<file path="src/rtl/hpg_pkg.sv">
// Package with the types, constants and hue ramp function of the hue palette pixel generator.
package hpg_pkg;

    localparam int unsigned RecipShift = 16;
    localparam int unsigned RecipWidth = 17;
    localparam int unsigned HueWrap    = 1536;

    typedef logic [2:0][7:0] t_rgb;
    typedef logic [RecipWidth-1:0] t_recip;

    // Entry s holds ceil(2^16 / s); with a 16-bit shift this gives an exact
    // quotient for every dividend below 2^11 and every divisor up to 15.
    localparam t_recip RecipTable [16] = '{
        17'd65536, 17'd65536, 17'd32768, 17'd21846, 17'd16384, 17'd13108,
        17'd10923, 17'd9363,  17'd8192,  17'd7282,  17'd6554,  17'd5958,
        17'd5462,  17'd5042,  17'd4682,  17'd4370
    };

    // Fully saturated color on the six-segment ramp; index 0 is red.
    function automatic t_rgb hue_rgb(input logic [10:0] pos);
        logic [10:0] p;
        logic [7:0]  t;
        t_rgb        c;
        p = (pos >= 11'(HueWrap)) ? (pos - 11'(HueWrap)) : pos;
        t = p[7:0];
        case (p[10:8])
            3'd0:    c = '{8'd0,       t,         8'd255};
            3'd1:    c = '{8'd0,       8'd255,    8'd255 - t};
            3'd2:    c = '{t,          8'd255,    8'd0};
            3'd3:    c = '{8'd255,     8'd255 - t, 8'd0};
            3'd4:    c = '{8'd255,     8'd0,      t};
            default: c = '{8'd255 - t, 8'd0,      8'd255};
        endcase
        return c;
    endfunction

endpackage

</file>
<file path="src/rtl/hue_palette_pixel_generator_top.sv">
// Top level of the hue palette pixel generator: a seven-stage pixel pipeline.
//
// This block computes one pixel of a color-picker square per request: the hue
// position picks a saturated color, the row darkens it toward black and the
// column blends it from a grey that depends on the row. It takes one request
// per clock while o_ready is high and passes each result through all seven
// registered stages in order; every stage holds its own valid bit, so a stall on the
// output only stops the stages that are full, and empty stages keep filling.
// Divisions by the scale and by the square side use an exact reciprocal
// multiply, with the reciprocal looked up when the scale register is written.
// The scale register is written directly through i_cfg_we and i_cfg_wdata;
// zero reads as one and values above MAX_SCALE saturate to MAX_SCALE.
module hue_palette_pixel_generator_top #(
    parameter int MAX_SCALE = 8
) (
    input  logic        i_clk,
    input  logic        i_rst_n,
    input  logic        i_cfg_we,
    input  logic [3:0]  i_cfg_wdata,
    input  logic        i_valid,
    output logic        o_ready,
    input  logic [10:0] i_hue_position,
    input  logic [10:0] i_column,
    input  logic [10:0] i_row,
    output logic        o_valid,
    input  logic        i_ready,
    output logic [7:0]  o_red,
    output logic [7:0]  o_green,
    output logic [7:0]  o_blue
);
    import hpg_pkg::*;

    // Reciprocal of the effective scale and the last valid coordinate.
    t_recip      r_recip;
    logic [11:0] r_side_m1;
    logic [3:0]  n_scale;

    always_comb begin
        if (i_cfg_wdata == 4'd0) begin
            n_scale = 4'd1;
        end else if (int'(i_cfg_wdata) > MAX_SCALE) begin
            n_scale = 4'(MAX_SCALE);
        end else begin
            n_scale = i_cfg_wdata;
        end
    end

    always_ff @(posedge i_clk) begin
        if (!i_rst_n) begin
            r_recip   <= RecipTable[1];
            r_side_m1 <= 12'd255;
        end else if (i_cfg_we) begin
            r_recip   <= RecipTable[n_scale];
            r_side_m1 <= {n_scale, 8'd0} - 12'd1;
        end
    end

    // Per-stage valid bits and load enables. A stage loads when it is empty
    // or when the stage after it is loading too.
    logic [7:1] r_v;
    logic [7:1] w_en;

    always_comb begin
        w_en[7] = !r_v[7] || i_ready;
        for (int k = 6; k >= 1; k--) begin
            w_en[k] = !r_v[k] || w_en[k+1];
        end
    end

    assign o_ready = w_en[1];
    assign o_valid = r_v[7];

    always_ff @(posedge i_clk) begin
        if (!i_rst_n) begin
            r_v <= '0;
        end else begin
            if (w_en[1]) r_v[1] <= i_valid;
            for (int k = 2; k <= 7; k++) begin
                if (w_en[k]) r_v[k] <= r_v[k-1];
            end
        end
    end

    // Stage 1: clamp the coordinates and look up the hue color.
    logic [10:0] n_x, n_y;
    t_rgb        r1_c;
    logic [10:0] r1_x, r1_y;

    assign n_x = ({1'b0, i_column} > r_side_m1) ? r_side_m1[10:0] : i_column;
    assign n_y = ({1'b0, i_row} > r_side_m1) ? r_side_m1[10:0] : i_row;

    always_ff @(posedge i_clk) begin
        if (w_en[1]) begin
            r1_c <= hue_rgb(i_hue_position);
            r1_x <= n_x;
            r1_y <= n_y;
        end
    end

    // Stage 2: color times row, and row times the reciprocal for the grey.
    logic [2:0][18:0] r2_cy;
    logic [27:0]      r2_ym;
    t_rgb             r2_c;
    logic [10:0]      r2_x;

    always_ff @(posedge i_clk) begin
        if (w_en[2]) begin
            for (int k = 0; k < 3; k++) begin
                r2_cy[k] <= 19'(r1_c[k] * r1_y);
            end
            r2_ym <= 28'(r1_y * r_recip);
            r2_c  <= r1_c;
            r2_x  <= r1_x;
        end
    end

    // Stage 3: divide the darkening term by the scale; finish the grey.
    logic [2:0][27:0] r3_dm;
    logic [7:0]       r3_grey;
    t_rgb             r3_c;
    logic [10:0]      r3_x;

    always_ff @(posedge i_clk) begin
        if (w_en[3]) begin
            for (int k = 0; k < 3; k++) begin
                r3_dm[k] <= 28'(r2_cy[k][18:8] * r_recip);
            end
            r3_grey <= 8'd255 - r2_ym[23:16];
            r3_c    <= r2_c;
            r3_x    <= r2_x;
        end
    end

    // Stage 4: darkened color and its signed distance from the grey.
    logic [2:0][7:0] n4_d;
    logic [2:0][8:0] n4_diff;
    logic [2:0][7:0] r4_mag;
    logic [2:0]      r4_neg;
    logic [7:0]      r4_grey;
    logic [10:0]     r4_x;

    always_comb begin
        for (int k = 0; k < 3; k++) begin
            n4_d[k]    = r3_c[k] - r3_dm[k][23:16];
            n4_diff[k] = {1'b0, n4_d[k]} - {1'b0, r3_grey};
        end
    end

    always_ff @(posedge i_clk) begin
        if (w_en[4]) begin
            for (int k = 0; k < 3; k++) begin
                r4_neg[k] <= n4_diff[k][8];
                r4_mag[k] <= n4_diff[k][8] ? 8'(-n4_diff[k]) : n4_diff[k][7:0];
            end
            r4_grey <= r3_grey;
            r4_x    <= r3_x;
        end
    end

    // Stage 5: column times the distance magnitude.
    logic [2:0][18:0] r5_p;
    logic [2:0]       r5_neg;
    logic [7:0]       r5_grey;

    always_ff @(posedge i_clk) begin
        if (w_en[5]) begin
            for (int k = 0; k < 3; k++) begin
                r5_p[k] <= 19'(r4_x * r4_mag[k]);
            end
            r5_neg  <= r4_neg;
            r5_grey <= r4_grey;
        end
    end

    // Stage 6: divide the blend term by the scale.
    logic [2:0][27:0] r6_qm;
    logic [2:0]       r6_neg;
    logic [7:0]       r6_grey;

    always_ff @(posedge i_clk) begin
        if (w_en[6]) begin
            for (int k = 0; k < 3; k++) begin
                r6_qm[k] <= 28'(r5_p[k][18:8] * r_recip);
            end
            r6_neg  <= r5_neg;
            r6_grey <= r5_grey;
        end
    end

    // Stage 7: apply the blend with its sign. The magnitude of the step never
    // exceeds the distance, so the result stays between grey and color.
    t_rgb r7_rgb;

    always_ff @(posedge i_clk) begin
        if (w_en[7]) begin
            for (int k = 0; k < 3; k++) begin
                r7_rgb[k] <= r6_neg[k] ? (r6_grey - r6_qm[k][23:16])
                                       : (r6_grey + r6_qm[k][23:16]);
            end
        end
    end

    assign o_red   = r7_rgb[0];
    assign o_green = r7_rgb[1];
    assign o_blue  = r7_rgb[2];

endmodule
</file>
<file path="config.mk">
export PLATFORM = sky130hd
export DESIGN_NAME = hue_palette_pixel_generator_top
export DESIGN_NICKNAME = d
export VERILOG_FILES = /design/src/rtl/hpg_pkg.sv /design/src/rtl/hue_palette_pixel_generator_top.sv
export SDC_FILE = /design/constraint.sdc
export NUM_CORES = 2
export LEC_CHECK = 0
export ABC_AREA = 1
export BUFFER_PORTS_ARGS = -buffer_cell sky130_fd_sc_hd__buf_2
export CAP_MARGIN = 0
export CORE_MARGIN = 2
export CORE_UTILIZATION = 45
export CTS_CLUSTER_DIAMETER = 120
export CTS_CLUSTER_SIZE = 10
export DETAILED_ROUTE_END_ITERATION = 10
export PLACE_DENSITY = 0.66
export SLEW_MARGIN = 0
export SYNTH_ARGS = -nofsm -noshare
export SYNTH_HDL_FRONTEND = slang
export SYNTH_SLANG_ARGS = --single-unit
</file>
<file path="constraint.sdc">
create_clock -name i_clk -period 16.77 [get_ports i_clk]
set_clock_uncertainty 0.1 [all_clocks]
set_input_delay 4.1925 -clock i_clk [delete_from_list [all_inputs] [get_ports i_clk]]
set_output_delay 4.1925 -clock i_clk [all_outputs]
set_load 0.01 [all_outputs]
</file>
-- Word level (Yosys, flattened, before mapping)
Memories as Yosys holds them, arrays and structs flattened. A register that Yosys moved wholly into a read port is not among the register bits.
Index checks and enable logic that the tools add are counted.
W data, S select, Z words.
- add/sub/neg operators: 19
- $mul: 13
- equal/unequal tests: 4
- magnitude comparators: 4
- reductions and logical operators: 17
- muxes and demuxes: 12
- bitwise logic cells: 1
- operators by type and width (kind ; number):
    $mul A11 B17 Y24 ; 7
    $pmux W24 S5 ; 1
    $mul A11 B8 Y19 ; 3
    $mul A8 B11 Y19 ; 3
    $mux W8 ; 6
    $sub A8 B8 Y8 ; 6
    $mux W11 ; 3
    $sub A8 B8 Y9 ; 3
    $add A8 B8 Y8 ; 3
    $gt A11 B12 Y1 ; 2
    $neg A8 Y8 ; 3
    $sub A8 B8 Y8 const A ; 2
    $sub A12 B1 Y12 const B ; 1
    $ge A11 B11 Y1 const B ; 1
    $sub A11 B11 Y11 const B ; 1
    $logic_not A1 Y1 ; 8
    $mux W4 ; 2
    $logic_or A1 B1 Y1 ; 7
    $eq A3 B2 Y1 const B ; 2
    $not A4 Y5 ; 1
    $gt A4 B4 Y1 const B ; 1
    $logic_not A4 Y1 ; 1
    $eq A3 B1 Y1 const B ; 1
    $eq A3 B3 Y1 const B ; 1
    $logic_not A3 Y1 ; 1
- register bits after elaboration: 517
- ROM bits: 272
- memories: 1
- output and inout port bits: 26
- logic and storage cells: 119
- memory list (memory ; words ; width ; rd ports ; clocked after memory_dff ; wr ports ; RTL line ; text):
    (no name shown) ; 16 ; 17 ; 1 ; 1 ; 0 ; hue_palette_pixel_generator_top.sv:53 ; r_recip <= RecipTable[n_scale];

-- Longest topological paths before layout
- depth after elaboration: 8
- mapped depth: 27
- depth with buffers taken out: 24

-- Worst setup path before layout
No wires, ideal clock.
- path kind: input to output
- start: in i_ready
- end: out o_ready
- path buffers: 0
- slack: 3.812 ns
- data required time: 12.477 ns
- arrival time: 8.665 ns
- stages: 6
- cells stage by stage: inv_1 nand2_1 nor2_2 nand4_1 nor2_1 nand2_1
- cells in the longest elaborated chain, start to end: 7
- RTL lines (element ; RTL line ; text):
    start, declared ; hue_palette_pixel_generator_top.sv:26 ; input logic i_ready,
    $logic_or A1 B1 Y1 ; hue_palette_pixel_generator_top.sv:64 ; w_en[7] = !r_v[7] || i_ready;
    via w_en, one bit ; hue_palette_pixel_generator_top.sv:61 ; logic [7:1] w_en;
    $logic_or A1 B1 Y1 (4 in a row) ; hue_palette_pixel_generator_top.sv:66 ; w_en[k] = !r_v[k] || w_en[k+1];
    via w_en, one bit ; hue_palette_pixel_generator_top.sv:61 ;
    $logic_or A1 B1 Y1 (2 in a row) ; hue_palette_pixel_generator_top.sv:66 ;
    end, declared ; hue_palette_pixel_generator_top.sv:21 ; output logic o_ready,
The timed path passes the listed nets, and every way through them passes these cells.

-- Worst setup path in the final report
Same ends and word-level chain as after synthesis.

==> results.txt <==
Row cnt: 147
WS Path Type: input pin to output port
DRT Wirelength: 184000 um
Met2 Usage GRT: 40.3%
Area grow syn2layout: 4.38%
Ys flop type: edfxtp_1
Fin. max-slew vios: 0
Die Y: 407 um
Least-Margin Pin Slew: 1160 ps
FF-to-FF Start: r_recip[6]$_SDFFE_PN0P_
ANT nets after route: 0
Yosys warnings: 0
Final hold violations: 0
Type of origin of the critical path: input pin
Grt met3 use: 3.43%
Crit-path cells: buf_2, inv_1, nand2_1, nor2_2, nand4_1, buf_4, nor2_1, nand2_2, buf_4, buf_2
CP startpoint: i_ready
Post-synthesis sequential area ratio: 14.7%
Vias in the first global route: 60900
H-tree depth: 2
CP peak stage delay: 430 ps
WL/cell: 16.1 um
First-pass GRT wire length: 308000 um
Unrepaired setup endpoints after global routing: no
Reg-to-reg endpoint: r3_dm[21]$_DFFE_PP_
Gate Count Post-Synth: 9469
Most Crowded Layer GR: met2
CP endpoint kind: output port
Initial antenna violation count: 6
I/O pin total: 68
Synth unique cells: 50
Global route overflow: 0
Syn_area_per_cell: 7.71 um^2
Root Driver: clkbuf_16
Number of DRC markers in iteration 0: 3647
Setup Viol. Count Final: 0
Max_cap viols: 0
Hold/Removal Path Class: flop to flop
Cts bufs inserted: 46
Final #Nets: 11100
Layout cell share with drive strength beyond 1: 2.51%
Hold Buf Count CTS: 0
Worst Path Arrival: 6360 ps
Synthesized flop and latch total: 366
Die width: 407 um
CTS tree: yes
Status: completed
Period minus WS final: 10650 ps
Drt drc: 0
Total Routing Usage GR: 23.1%
# Post-CTS Setup Buffers: 0
Synth async-reset ratio: 0%
Worst setup endpoint: o_ready
Initial core utilization: 45.4%
Number of synthesized flops with an enable pin: 338
HPWL Detailed: 141000 um
CP max FO: 69
DIE AREA: 0.165 mm^2
# clock sinks: 366
Crit share post-route: 63.5%
Total vias in the final route: 57400
Slew headroom: 22.7%
Pin count of the biggest net entering global routing: 70
Maximum clock frequency: 0.0939 GHz
R2R setup slack: 10710 ps
WP depth: 10
Reg2reg path depth: 18
Clk buf depth: 3
Crit path max-delay family: simple AND/OR/NAND/NOR gates
Critical Path RT: 12480 ps
Skew-Pair Late Insertion Delay: 670 ps
Worst Path Buf+Inv: 5
Core Region: 0.161 mm^2
Pre-antenna DRT Iters: 6
Routability cong.: 0.903
Resize count post-CTS: 0
Synth Cell Area: 0.0730 mm^2
Syn_nets: 11400
CP max stage cell: buf_4
Port Buffer Count: 67
DR vias/cell: 5.03
Clock slew at reported path FFs: 50 ps
Final TNS setup: 0 ps
GR Util met1: 29.0%
==> kinds of logic after synthesis <==
kind of cell	after synthesis	synth area share, %
buf+inv	2961	15.4
flops	366	14.7
simple gates	3537	19.2
xor+xnor	176	2.11
fa+ha+maj	1847	44.2
compound gates	582	4.39
==> per-stage QoR <==
step	setup WS (ps)	hold slack, ps	instance area (um^2)	util, %	instances
2_1_floorplan	3810	300	73000	-	9469
3_3_place_gp	6070	302	74800	46.6	11300
3_5_place_dp	6090	305	74800	46.6	11300
4_1_cts	6090	317	76200	47.4	11400
5_1_grt	5930	325	76200	47.4	11400
6_report	6120	316	76200	47.4	11400
==> cells in the final DEF (no fill, tap or decap), types with 5 or more instances in the layout <==
cell type / netlist / routed
buf_4: 3 / 47
o21ai_1: 18 / 18
nand3_1: 195 / 194
clkbuf_16: 0 / 47
nor2_1: 302 / 302
xor2_1: 120 / 120
edfxtp_1: 338 / 338
dfxtp_4: 0 / 14
o21ai_2: 8 / 8
nand2_1: 2860 / 2858
a211oi_1: 6 / 6
nor4_1: 14 / 14
a21o_1: 29 / 29
o211ai_1: 10 / 10
buf_2: 23 / 67
o21a_1: 24 / 24
clkbuf_1: 319 / 17
a21boi_0: 10 / 10
inv_1: 2548 / 2547
nand4_1: 73 / 73
o21ai_0: 135 / 135
nor3_1: 45 / 45
inv_6: 1 / 6
o21bai_1: 18 / 18
nand2_4: 5 / 5
inv_2: 11 / 11
fa_1: 1223 / 1223
ha_1: 624 / 624
and2_1: 11 / 11
xnor2_1: 56 / 56
dfxtp_1: 28 / 11
a21oi_1: 314 / 314
nand3b_1: 15 / 15
==> cell usage after synthesis, types with 10 or more instances <==
cell,instances,area [um^2]
a21boi_0,10,75.1
a21o_1,29,218
a21oi_1,314,1570
and2_1,11,68.8
buf_1,49,184
buf_2,23,115
clkbuf_1,319,1200
dfxtp_1,28,561
edfxtp_1,338,10100
fa_1,1223,24500
ha_1,624,7810
inv_1,2548,9560
inv_2,11,41.3
nand2_1,2860,10700
nand3_1,195,976
nand3b_1,15,113
nand4_1,73,457
nor2_1,302,1130
nor3_1,45,225
nor4_1,14,87.6
o211ai_1,10,75.1
o21a_1,24,180
o21ai_0,135,676
o21ai_1,18,90.1
o21bai_1,18,135
xnor2_1,56,490
xor2_1,120,1050
==> flip-flops by register name, summed over array words and instances (netlist names), 11 cells and up <==
register / cells
r3_x: 11
r2_c: 24
r2_x: 11
r5_p: 33
r4_mag: 24
r3_c: 24
r1_c: 24
r3_dm: 24
r4_x: 11
r1_y: 11
r_recip: 17
r6_qm: 24
r1_x: 11
r2_cy: 33
==> worst min-delay path by stage <==
stage                                from                end  slack (ps)  depth (start not counted)
floorplan           r1_x[0]$_SDFFCE_PN1P_  r2_x[0]$_DFFE_PP_         300                          0
global placement        r1_x[9]$_DFFE_PP_  r2_x[9]$_DFFE_PP_         300                          0
detailed placement      r2_c[6]$_DFFE_PP_  r3_c[6]$_DFFE_PP_         300                          0
CTS                     r2_c[6]$_DFFE_PP_  r3_c[6]$_DFFE_PP_         320                          0
global route            r2_x[2]$_DFFE_PP_  r3_x[2]$_DFFE_PP_         330                          0
finish                  r2_x[9]$_DFFE_PP_  r3_x[9]$_DFFE_PP_         320                          0
==> layout make-up <==
cell class,count,area [um^2]
inverters,2561,9630
clock inverters,9,81.3
multi-input cells,6142,51100
flip-flops and latches,366,10800
clock buffers,64,1240
repair buffers,114,688
well taps,2160,2700
diodes,3,7.51
fillers,15800,84600
==> metal layers <==
metal,share of wire (%),vias up
met1,41,28200
met5,0.0071,-
met2,49,1739
li1,-,27100
met3,6.6,372
met4,3.9,2
==> worst register-to-register path, stage by stage (launching register included) <==
cell	delay, ps
dfxtp_4	910
buf_4	620
nand2_1	160
fa_1	510
inv_1	50
fa_1	560
fa_1	440
fa_1	490
inv_1	50
fa_1	490
inv_1	50
ha_1	300
nand2_1	100
nor2_1	130
inv_1	70
nor3_1	200
nand3_1	110
nand3_1	120
xor2_1	360
Power is left out: the tool's default activity adds up to more than one toggle a clock period on the data nets, which glitch-free logic cannot reach.
